--- src/hdl/gyro_bias_calibrate_subtract_assert.svh ---
// Assertion macros for the gyro bias calibration block.
// Included by the RTL file that checks its own control logic.
`ifndef GYRO_BIAS_CALIBRATE_SUBTRACT_ASSERT_SVH
`define GYRO_BIAS_CALIBRATE_SUBTRACT_ASSERT_SVH

// The consequent must hold in the same cycle as the antecedent.
`define GBCS_ASSERT_SAME(label, ante, cons, msg) \
  label: assert property (@(posedge clk) disable iff (!rst_n) (ante) |-> (cons)) \
    else $error(msg);

// The consequent must hold in the cycle after the antecedent.
`define GBCS_ASSERT_NEXT(label, ante, cons, msg) \
  label: assert property (@(posedge clk) disable iff (!rst_n) (ante) |=> (cons)) \
    else $error(msg);

`endif

--- src/hdl/gbcs_pkg.sv ---
// Shared constants for the gyro bias calibration block.
// No dependencies.
`default_nettype none

package gbcs_pkg;

  localparam int CALIB_W         = 16;
  localparam logic [CALIB_W-1:0] CALIB_RESET = 16'd200;
  localparam int SAMPLE_BITS_DEF = 16;
  localparam int COUNT_BITS_DEF  = 16;
  localparam int NUM_AXES        = 3;
  localparam int AXIS_W          = 2;

endpackage

`default_nettype wire

--- src/hdl/gyro_bias_calibrate_subtract.sv ---
// Gyro bias calibration by averaging, followed by bias subtraction.
// Depends on gbcs_pkg and gyro_bias_calibrate_subtract_assert.svh.
//
//  Channel  Signals                                 Direction  Beat
//  in       in_valid/in_ready, in_gyro_x/y/z        input      one raw sample
//  out      out_valid/out_ready, out_rate_x/y/z     output     one corrected sample
//  cfg      cfg_wr_en, cfg_wr_data                  input      calib_count write
//
// A calibration sample is added to the sums and gives no beat.
// After the last calibration sample, one restoring divider computes the three biases
// in turn, with in_ready low. After that, one sample per cycle while out_ready is high
// or no beat is pending; the output register drains while the next is accepted.
// Reset is synchronous, active low, and restarts calibration with calib_count at 200.
`default_nettype none
`include "gyro_bias_calibrate_subtract_assert.svh"

module gyro_bias_calibrate_subtract #(
  parameter int SAMPLE_BITS = gbcs_pkg::SAMPLE_BITS_DEF,
  parameter int COUNT_BITS  = gbcs_pkg::COUNT_BITS_DEF
) (
  input  wire                                clk,
  input  wire                                rst_n,
  input  wire                                in_valid,
  output logic                               in_ready,
  input  wire  signed [SAMPLE_BITS-1:0]      in_gyro_x,
  input  wire  signed [SAMPLE_BITS-1:0]      in_gyro_y,
  input  wire  signed [SAMPLE_BITS-1:0]      in_gyro_z,
  output logic                               out_valid,
  input  wire                                out_ready,
  output logic signed [SAMPLE_BITS-1:0]      out_rate_x,
  output logic signed [SAMPLE_BITS-1:0]      out_rate_y,
  output logic signed [SAMPLE_BITS-1:0]      out_rate_z,
  input  wire                                cfg_wr_en,
  input  wire         [gbcs_pkg::CALIB_W-1:0] cfg_wr_data
);
  import gbcs_pkg::*;

  localparam int SUM_W   = SAMPLE_BITS + COUNT_BITS;
  localparam int STEP_W  = $clog2(SUM_W);
  localparam int CEXT_W  = (COUNT_BITS > CALIB_W) ? COUNT_BITS : CALIB_W;

  localparam logic [STEP_W-1:0]     STEP_LAST = STEP_W'(SUM_W - 1);
  localparam logic [COUNT_BITS-1:0] CNT_MAX   = {COUNT_BITS{1'b1}};
  localparam logic [CEXT_W-1:0]     CNT_MAX_EXT = CEXT_W'(CNT_MAX);
  localparam logic [SUM_W-1:0]      POS_LIM =
    {{(COUNT_BITS + 1){1'b0}}, {(SAMPLE_BITS - 1){1'b1}}};
  localparam logic [SUM_W-1:0]      NEG_LIM = POS_LIM + SUM_W'(1);
  localparam logic signed [SAMPLE_BITS-1:0] SMP_MAX = {1'b0, {(SAMPLE_BITS - 1){1'b1}}};
  localparam logic signed [SAMPLE_BITS-1:0] SMP_MIN = {1'b1, {(SAMPLE_BITS - 1){1'b0}}};
  localparam logic [AXIS_W-1:0]     AXIS_LAST = AXIS_W'(NUM_AXES - 1);

  localparam logic [2:0] ST_ACC   = 3'd0;
  localparam logic [2:0] ST_LOAD  = 3'd1;
  localparam logic [2:0] ST_DIV   = 3'd2;
  localparam logic [2:0] ST_STORE = 3'd3;
  localparam logic [2:0] ST_RUN   = 3'd4;

  logic [2:0]                    state_r, state_nxt;
  logic [CALIB_W-1:0]            calib_r, calib_nxt;
  logic [COUNT_BITS-1:0]         seen_r, seen_nxt;
  logic [COUNT_BITS-1:0]         div_n_r, div_n_nxt;
  logic signed [SUM_W-1:0]       sum_r [NUM_AXES];
  logic signed [SUM_W-1:0]       sum_nxt [NUM_AXES];
  logic signed [SAMPLE_BITS-1:0] bias_r [NUM_AXES];
  logic signed [SAMPLE_BITS-1:0] bias_nxt [NUM_AXES];
  logic [AXIS_W-1:0]             axis_r, axis_nxt;
  logic [STEP_W-1:0]             step_r, step_nxt;
  logic [COUNT_BITS-1:0]         rem_r, rem_nxt;
  logic [SUM_W-1:0]              quo_r, quo_nxt;
  logic                          neg_r, neg_nxt;
  logic                          out_valid_r, out_valid_nxt;
  logic signed [SAMPLE_BITS-1:0] rate_r [NUM_AXES];
  logic signed [SAMPLE_BITS-1:0] rate_nxt [NUM_AXES];

  logic signed [SAMPLE_BITS-1:0] smp [NUM_AXES];
  logic signed [SAMPLE_BITS-1:0] corr [NUM_AXES];
  logic signed [SAMPLE_BITS:0]   diff [NUM_AXES];
  logic [CEXT_W-1:0]             calib_ext;
  logic [COUNT_BITS-1:0]         eff_n;
  logic                          in_acc;
  logic [COUNT_BITS:0]           rem_sh;
  logic [COUNT_BITS:0]           rem_sub;
  logic                          rem_ge;
  logic signed [SUM_W-1:0]       sel_sum;
  logic [SUM_W-1:0]              quo_neg;
  logic signed [SAMPLE_BITS-1:0] bias_val;

  assign smp[0] = in_gyro_x;
  assign smp[1] = in_gyro_y;
  assign smp[2] = in_gyro_z;

  assign in_ready   = (state_r == ST_ACC) ||
                      ((state_r == ST_RUN) && (!out_valid_r || out_ready));
  assign in_acc     = in_valid && in_ready;
  assign out_valid  = out_valid_r;
  assign out_rate_x = rate_r[0];
  assign out_rate_y = rate_r[1];
  assign out_rate_z = rate_r[2];

  always_comb begin
    calib_ext = CEXT_W'(calib_r);
    if (calib_ext == '0) begin
      eff_n = COUNT_BITS'(1);
    end else if (calib_ext > CNT_MAX_EXT) begin
      eff_n = CNT_MAX;
    end else begin
      eff_n = COUNT_BITS'(calib_ext);
    end
  end

  always_comb begin
    for (int i = 0; i < NUM_AXES; i++) begin
      diff[i] = {smp[i][SAMPLE_BITS-1], smp[i]} - {bias_r[i][SAMPLE_BITS-1], bias_r[i]};
      if (diff[i][SAMPLE_BITS] != diff[i][SAMPLE_BITS-1]) begin
        corr[i] = diff[i][SAMPLE_BITS] ? SMP_MIN : SMP_MAX;
      end else begin
        corr[i] = diff[i][SAMPLE_BITS-1:0];
      end
    end
  end

  assign rem_sh  = {rem_r, quo_r[SUM_W-1]};
  assign rem_ge  = rem_sh >= {1'b0, div_n_r};
  assign rem_sub = rem_sh - {1'b0, div_n_r};
  assign sel_sum = sum_r[axis_r];
  assign quo_neg = ~quo_r + SUM_W'(1);

  always_comb begin
    if (neg_r) begin
      bias_val = (quo_r > NEG_LIM) ? SMP_MIN : quo_neg[SAMPLE_BITS-1:0];
    end else begin
      bias_val = (quo_r > POS_LIM) ? SMP_MAX : quo_r[SAMPLE_BITS-1:0];
    end
  end

  always_comb begin
    state_nxt     = state_r;
    calib_nxt     = cfg_wr_en ? cfg_wr_data : calib_r;
    seen_nxt      = seen_r;
    div_n_nxt     = div_n_r;
    axis_nxt      = axis_r;
    step_nxt      = step_r;
    rem_nxt       = rem_r;
    quo_nxt       = quo_r;
    neg_nxt       = neg_r;
    out_valid_nxt = out_valid_r && !out_ready;
    for (int i = 0; i < NUM_AXES; i++) begin
      sum_nxt[i]  = sum_r[i];
      bias_nxt[i] = bias_r[i];
      rate_nxt[i] = rate_r[i];
    end

    unique case (state_r)
      ST_ACC: begin
        if (in_acc) begin
          for (int i = 0; i < NUM_AXES; i++) begin
            sum_nxt[i] = sum_r[i] + SUM_W'(smp[i]);
          end
          seen_nxt = (seen_r != CNT_MAX) ? seen_r + COUNT_BITS'(1) : seen_r;
          if (seen_nxt >= eff_n) begin
            div_n_nxt = eff_n;
            axis_nxt  = '0;
            state_nxt = ST_LOAD;
          end
        end
      end
      ST_LOAD: begin
        neg_nxt   = sel_sum[SUM_W-1];
        quo_nxt   = sel_sum[SUM_W-1] ? SUM_W'(-sel_sum) : SUM_W'(sel_sum);
        rem_nxt   = '0;
        step_nxt  = '0;
        state_nxt = ST_DIV;
      end
      ST_DIV: begin
        rem_nxt  = rem_ge ? rem_sub[COUNT_BITS-1:0] : rem_sh[COUNT_BITS-1:0];
        quo_nxt  = {quo_r[SUM_W-2:0], rem_ge};
        step_nxt = step_r + STEP_W'(1);
        if (step_r == STEP_LAST) begin
          state_nxt = ST_STORE;
        end
      end
      ST_STORE: begin
        bias_nxt[axis_r] = bias_val;
        if (axis_r == AXIS_LAST) begin
          state_nxt = ST_RUN;
        end else begin
          axis_nxt  = axis_r + AXIS_W'(1);
          state_nxt = ST_LOAD;
        end
      end
      ST_RUN: begin
        if (in_acc) begin
          out_valid_nxt = 1'b1;
          for (int i = 0; i < NUM_AXES; i++) begin
            rate_nxt[i] = corr[i];
          end
        end
      end
      default: begin
        state_nxt = ST_ACC;
      end
    endcase
  end

  always_ff @(posedge clk) begin
    if (!rst_n) begin
      state_r     <= ST_ACC;
      calib_r     <= CALIB_RESET;
      seen_r      <= '0;
      out_valid_r <= 1'b0;
      for (int i = 0; i < NUM_AXES; i++) begin
        sum_r[i]  <= '0;
        bias_r[i] <= '0;
      end
    end else begin
      state_r     <= state_nxt;
      calib_r     <= calib_nxt;
      seen_r      <= seen_nxt;
      out_valid_r <= out_valid_nxt;
      for (int i = 0; i < NUM_AXES; i++) begin
        sum_r[i]  <= sum_nxt[i];
        bias_r[i] <= bias_nxt[i];
      end
    end
  end

  always_ff @(posedge clk) begin
    div_n_r <= div_n_nxt;
    axis_r  <= axis_nxt;
    step_r  <= step_nxt;
    rem_r   <= rem_nxt;
    quo_r   <= quo_nxt;
    neg_r   <= neg_nxt;
    for (int i = 0; i < NUM_AXES; i++) begin
      rate_r[i] <= rate_nxt[i];
    end
  end

  `GBCS_ASSERT_SAME(a_out_only_run, out_valid_r, state_r == ST_RUN,
    "Output beat pending outside normal operation.")
  `GBCS_ASSERT_SAME(a_rem_below_div, state_r == ST_DIV, rem_r < div_n_r,
    "Divider remainder is not below the divisor.")
  `GBCS_ASSERT_NEXT(a_cal_end_load,
    (state_r == ST_ACC) && in_acc && (seen_nxt >= eff_n), state_r == ST_LOAD,
    "Calibration end did not start the bias division.")
  `GBCS_ASSERT_NEXT(a_last_axis_run,
    (state_r == ST_STORE) && (axis_r == AXIS_LAST), state_r == ST_RUN,
    "Last bias stored but normal operation did not begin.")

endmodule

`default_nettype wire

--- config.mk ---
export PLATFORM = sky130hd
export DESIGN_NAME = gyro_bias_calibrate_subtract
export DESIGN_NICKNAME = d
export VERILOG_FILES = /design/src/hdl/gbcs_pkg.sv /design/src/hdl/gyro_bias_calibrate_subtract.sv
export VERILOG_INCLUDE_DIRS = /design/src /design/src/hdl
export SDC_FILE = /design/constraint.sdc
export NUM_CORES = 1
export LEC_CHECK = 0
export BUFFER_PORTS_ARGS = -buffer_cell sky130_fd_sc_hd__buf_4
export CORE_UTILIZATION = 26
export CTS_CLUSTER_DIAMETER = 200
export DETAILED_ROUTE_END_ITERATION = 10
export GPL_TIMING_DRIVEN = 0
export SLEW_MARGIN = 10
export SYNTH_ARGS = -nofsm -noshare
export SYNTH_HDL_FRONTEND = slang
export SYNTH_SLANG_ARGS = --single-unit
--- constraint.sdc ---
create_clock -name clk -period 4.8 [get_ports clk]
set_input_delay 0 -clock clk [delete_from_list [all_inputs] [get_ports clk]]
set_output_delay 0 -clock clk [all_outputs]
set_load 0.01 [all_outputs]
==> impl_metrics.json, run 1 <==
{
  "synth_top_area_share_pct": 17.0,
  "clock_sinks": 302,
  "synth-seq-cells": 302,
  "postSynthCellCount": 2540,
  "dp_slack_ns": 0.263,
  "placedCellCount": 3722,
  "tightest_slew_ns": 1.38,
  "rsz0062_at_grt": "false",
  "max_freq_ghz": 0.230,
  "finalSetupViolCount": 0,
  "clk_latency_ns": 0.57,
  "die_y_um": 289,
  "port_buffers": 117,
  "cts_buffers": 37,
  "drv_cap": 0,
  "drt_iter0_markers": 1427,
  "start_kind": "register",
  "post_cts.repair.setup_buffers": 0,
  "post_cts_resize_count": 0,
  "synth_area_per_cell_um2": 8.44,
  "syn_area_um2": 21400,
  "htree_levels": 2,
  "synth_top_area_cell": "dfxtp_1",
  "postCtsHoldBufs": 35,
  "vdd_ir_drop_max_uv": 237,
  "synth_top_flop_cell": "dfxtp_1",
  "yosysWarnings": 0,
  "power.density_nw_per_um2": 449,
  "final_nets": 2993,
  "seq_area_um2": 7250,
  "grt_first_pass_wirelength_mm": 102,
  "max_slew_margin_pct": 7.70,
  "end_kind": "register",
  "detail_route.wl_per_cell_um": 17.6,
  "first_global_vias": 17800,
  "grt-ovfl-total": 0,
  "hpwl_mm": 51.8,
  "multi_input_area_um2": 13200,
  "yosysMostFrequentCell": "nand2_1",
  "grt_max_degree": 21,
  "ys_seq_area_share_pct": 33.8,
  "vias": 19100,
  "antenna_cells": 0,
  "antenna_left": 0,
  "synthTopCellsByCount": "nand2_1 (287), a21oi_1 (258), nor2_1 (203)",
  "gp_congestion": 0.938,
  "min_path_type": "input port to register",
  "postLayoutCoreUtil_pct": 31.3,
  "hold_viol_final": 0,
  "clk_pin_slew_ns": 0.06,
  "cts_tree": "built",
  "timing_worst_setup_path_type": "register to register",
  "fp.dieW_um": 289,
  "post-route-period-util_pct": 90.6,
  "power_leakage_nw": 10.2,
  "drtPass1Iterations": 6,
  "antenna_found_initial": 3,
  "setup_slack_ns": 0.450,
  "crit_arrival_ns": 4.56,
  "syn_nets": 2797,
  "clock_path_buffers": 3,
  "synth_edf_count": 120,
  "cts_root_buf": "clkbuf_16",
  "grt_util_all_layers_pct": 15.7,
  "synth_area_leaders": "dfxtp_1 (17%), edfxtp_1 (17%), ha_1 (11%), a21oi_1 (6.0%), nand2_1 (5.0%)",
  "viasPerCell": 5.00,
  "skew_ns": 0.0187,
  "drive_above_1_share_pct": 8.76,
  "start_util_pct": 26.4,
  "dieArea_um2": 83600,
  "maxSlewViolCount": 0,
  "path_max_fanout": 16,
  "fillers": 8509,
  "num_rows": 104,
  "synth.distinct_cells": 89,
  "drcViolationCount": 0,
  "io_pins": 119,
  "drt_wl_total_mm": 67.1,
  "required_ns": 5.01,
  "core_area_um2": 81100,
  "syn2layout_area_growth_pct": 18.2,
  "status": "finished, final reports clean",
  "fin_cells": 3824,
  "period_minus_slack_ns": 4.35,
  "synthArstFlopShare_pct": 0
}
-- through the flow --
step	hold WS [ns]	instance area, µm²	TNS, ns	power (mW)
after global routing	0.0273	25300	0	12.1
after CTS	0.00168	25300	0	11.4
after detailed placement	0.238	23800	0	8.43
after global placement	0.235	23700	-9.58	8.37
final	0.00424	25300	0	11.4
after floorplan	0.130	21400	0	7.11
-- worst max-delay path: stages, from the launching register on --
cell      delay [ns]
dfxtp_1         0.38
and3_1          0.22
and3_1          0.23
and3_1          0.23
nand4_1         0.13
clkbuf_1        0.42
mux2_2          0.41
ha_1            0.28
a21o_1          0.16
a21o_1          0.18
a21oi_1         0.17
o21ai_1         0.08
a221oi_1        0.47
o21ai_0         0.21
a21oi_1         0.24
nor2_2          0.20
-- cells in the final DEF, fill, tap and decap left out, types with 14 or more instances in the layout --
master	instances
clkbuf_16	40
a21oi_1	258
ha_1	181
o21a_1	24
clkbuf_1	103
dlygate4sd3_1	35
or3_1	22
o21ai_1	41
o211ai_1	20
a31oi_1	32
nand2_1	287
nor2b_1	27
xnor2_1	99
xor2_1	69
nor2_1	202
o21ai_0	121
o21bai_1	14
nand2b_1	28
buf_1	14
nand4_1	25
a21o_1	82
inv_1	140
nand3_1	56
and2_1	15
dfxtp_1	182
buf_4	119
mux2i_1	62
a211oi_1	38
and3_1	29
nor3_1	43
edfxtp_1	120
o31ai_1	18
-- cell families (layout without fill, tap and decap cells) --
logic type / after synthesis / count (layout) / share of synthesized area [%]
AO/OA/AOI/OAI: 737 / 737 / 21.2
XOR/XNOR: 168 / 168 / 6.86
adder cells (fa/ha/maj): 196 / 196 / 11.6
buffers and inverters: 264 / 488 / 4.83
flip-flops: 302 / 302 / 33.8
multiplexers: 90 / 90 / 4.64
AND/OR/NAND/NOR: 783 / 783 / 17.1
-- layer usage --
metal | global-route usage [%] | up-vias | share of wire (%)
li1 | - | 9534 | -
met1 | 20.2 | 8930 | 44
met2 | 26.2 | 514 | 46
met3 | 2.16 | 141 | 5.0
met4 | 6.83 | 6 | 4.4
met5 | 0 | - | 0.054
-- sequential cells by signal, indices dropped and copies added, names as in the netlist, named ones only --
name	cells
calib_ext	16
div_n_r	16
step_r	5
rate_r	48
sum_r	96
neg_r	1
state_r	3
bias_r	48
out_valid	1
quo_r	32
rem_r	16
axis_r	2
seen_r	16
-- where the power goes --
part           internal, mW  switching, mW
clock network          1.69           1.19
logic                  1.94           2.88
registers              3.22          0.442
total                  6.85           4.52
-- final cells by class --
type / count / area share (%)
multi-input combinational: 1974 / 52.0
sequential: 302 / 28.6
timing repair buffer: 157 / 5.24
tap: 1060 / 5.23
clock buffer: 46 / 4.04
inverter: 141 / 2.09
buffer: 123 / 1.99
clock inverter: 21 / 0.756
-- path summary, 6_finish.rpt --
| check | start | to | slack [ns] | depth (start not counted) |
|---|---|---|---|---|
| max | seen_r[4] | div_n_r[8] | 0.45 | 15 |
| min | in_gyro_y[7] | sum_r[1][7] | 0.004 | 4 |
| max reg2reg | seen_r[4] | div_n_r[8] | 0.45 | 15 |
| min reg2reg | bias_r[0][19] | bias_r[0][19] | 0.46 | 2 |
Note: power is estimated with default switching activity, not from simulation.
==> inputs of run 2 (changes only) <==
Settings changed: CORE_ASPECT_RATIO from default to 1.25, CORE_UTILIZATION 26 to 54, PLACE_DENSITY from default to 0.75.
==> run 2 against run 1 <==
Count of clock-buffer cells in the layout grew 4. Final cell count shrank 15%. Via count grew 2.5%. Sequential power is essentially flat. Routed wire length shrank 3.6%. Power shrank 2.6%. Clock power shrank 10%. Clock skew grew 0.0027 ns. Global-route usage grew 16 points. Worst hold slack gained 0.0078 ns. Maximum frequency grew 1.4%. Utilization grew 31 points. Largest power group unchanged.
==> impl_metrics.json, run 2 (synthesized netlist as in run 1, its figures left out) <==
{
  "tightest_slew_ns": 1.16,
  "post_cts_resize_count": 0,
  "post-route-period-util_pct": 89.4,
  "finalSetupViolCount": 0,
  "antenna_left": 0,
  "drive_above_1_share_pct": 8.49,
  "fin_area_um2": 24400,
  "clock_path_buffers": 3,
  "skew_ns": 0.0214,
  "io_pins": 119,
  "grt_first_pass_wirelength_mm": 99.9,
  "grt-ovfl-total": 0,
  "largest_reg_flops": 96,
  "path_max_fanout": 16,
  "timing_worst_setup_path_type": "register to register",
  "status": "finished, final reports clean",
  "postLayoutCoreUtil_pct": 62.3,
  "layout_common_cells": "nand2_1 (287), a21oi_1 (258), nor2_1 (202)",
  "dp_slack_ns": 0.326,
  "postCtsHoldBufs": 22,
  "vdd_ir_drop_max_uv": 309,
  "viasPerCell": 6.04,
  "clock_sinks": 302,
  "dr_wl_met2_mm": 31.9,
  "vias": 19600,
  "power.density_nw_per_um2": 454,
  "clk_latency_ns": 0.54,
  "dieArea_um2": 40500,
  "syn2layout_area_growth_pct": 13.7,
  "highest_layer": "met5",
  "end_kind": "register",
  "setup_slack_ns": 0.509,
  "port_buffers": 117,
  "drcViolationCount": 0,
  "final_nets": 2976,
  "required_ns": 5.00,
  "post_cts.repair.setup_buffers": 0,
  "drt_wl_total_mm": 64.8,
  "htree_levels": 2,
  "antenna_found_initial": 2,
  "min_path_type": "input port to register",
  "detail_route.wl_per_cell_um": 20.0,
  "hold_viol_final": 0,
  "grt_util_all_layers_pct": 31.4,
  "drt_iter0_markers": 1452,
  "fp.dieW_um": 180,
  "fin_tns_setup_ns": 0,
  "hold_ws_ns": 0.0120,
  "maxSlewViolCount": 0,
  "final_common_cell": "nand2_1",
  "max_freq_ghz": 0.233,
  "drv_cap": 0,
  "placedCellCount": 3159,
  "hpwl_mm": 49.7,
  "start_kind": "register",
  "gp_congestion": 0.946,
  "period_minus_slack_ns": 4.29,
  "first_global_vias": 18900,
  "wl_met3_mm": 3.97,
  "drtPass1Iterations": 5,
  "grt_max_degree": 22,
  "cts_buffers": 34,
  "cts_root_buf": "clkbuf_16",
  "crit_arrival_ns": 4.50,
  "clk_pin_slew_ns": 0.06,
  "start_util_pct": 54.8,
  "rsz0062_at_grt": "false",
  "die_y_um": 225,
  "wl_met1_mm": 25.2,
  "cts_tree": "built",
  "largest-register": "sum_r",
  "fillers": 3359,
  "num_rows": 81,
  "total_power_mw": 11.1,
  "fin_cells": 3244,
  "reg_top3": "sum_r x96, bias_r x48, rate_r x48",
  "max_slew_margin_pct": 22.4,
  "power_leakage_nw": 10.1,
  "dpl_cell_area_um2": 23100,
  "core_area_um2": 39100
}
run 2: changes by cell type in the layout (fill, tap and decap cells not counted), moves of 2 or more:
cell and delta:
clkinv_2 -5, clkbuf_1 +7, clkinv_4 +2, clkinv_1 -4, clkbuf_8 +3, clkbuf_16 -5, bufinv_16 -2, dlygate4sd3_1 -13
buf_8 -2
run 2: worst paths after layout:
| check | start | to | slack [ns] | cells after the start |
|---|---|---|---|---|
| worst min register to register | bias_r[0][21] | bias_r[0][21] | 0.46 | 2 |
| worst min-delay path | in_gyro_x[1] | sum_r[0][1] | 0.01 | 4 |
| worst max register to register | seen_r[4] | div_n_r[7] | 0.51 | 15 |
| worst max-delay path | seen_r[4] | div_n_r[7] | 0.51 | 15 |
run 2: cell type report:
cell class | count | area [µm²] | share of cell area [%]
sequential | 302 | 7250 | 29.7
tap | 498 | 623 | 2.56
timing repair buffer | 143 | 1200 | 4.91
clock buffer | 50 | 962 | 3.95
antenna | 1 | 2.50 | 0.0103
inverter | 141 | 529 | 2.17
clock inverter | 12 | 118 | 0.482
multi-input combinational | 1974 | 13200 | 54.1
buffer | 123 | 505 | 2.07
run 2: power by group:
group	internal, mW	switching, mW	leakage (nW)	total, mW
registers	3.22	0.428	2.59	3.65
clock network	1.46	1.12	0.526	2.58
logic	1.94	2.90	6.98	4.84
run 2: layer usage:
| layer | global-route usage, % | vias up |
|---|---|---|
| li1 | - | 9475 |
| met2 | 55.9 | 700 |
| met1 | 35.6 | 9221 |
| met4 | 18.3 | 2 |
| met3 | 4.91 | 204 |
| met5 | 0 | - |
run 2: critical path: stages (launching register included):
cell      delay [ns]
dfxtp_1         0.38
and3_1          0.21
and3_1          0.23
and3_1          0.24
nand4_1         0.13
clkbuf_1        0.39
mux2_2          0.43
ha_1            0.29
a21o_1          0.16
a21o_1          0.17
a21oi_1         0.18
o21ai_1         0.09
a221oi_1        0.45
o21ai_0         0.21
a21oi_1         0.21
nor2_2          0.18
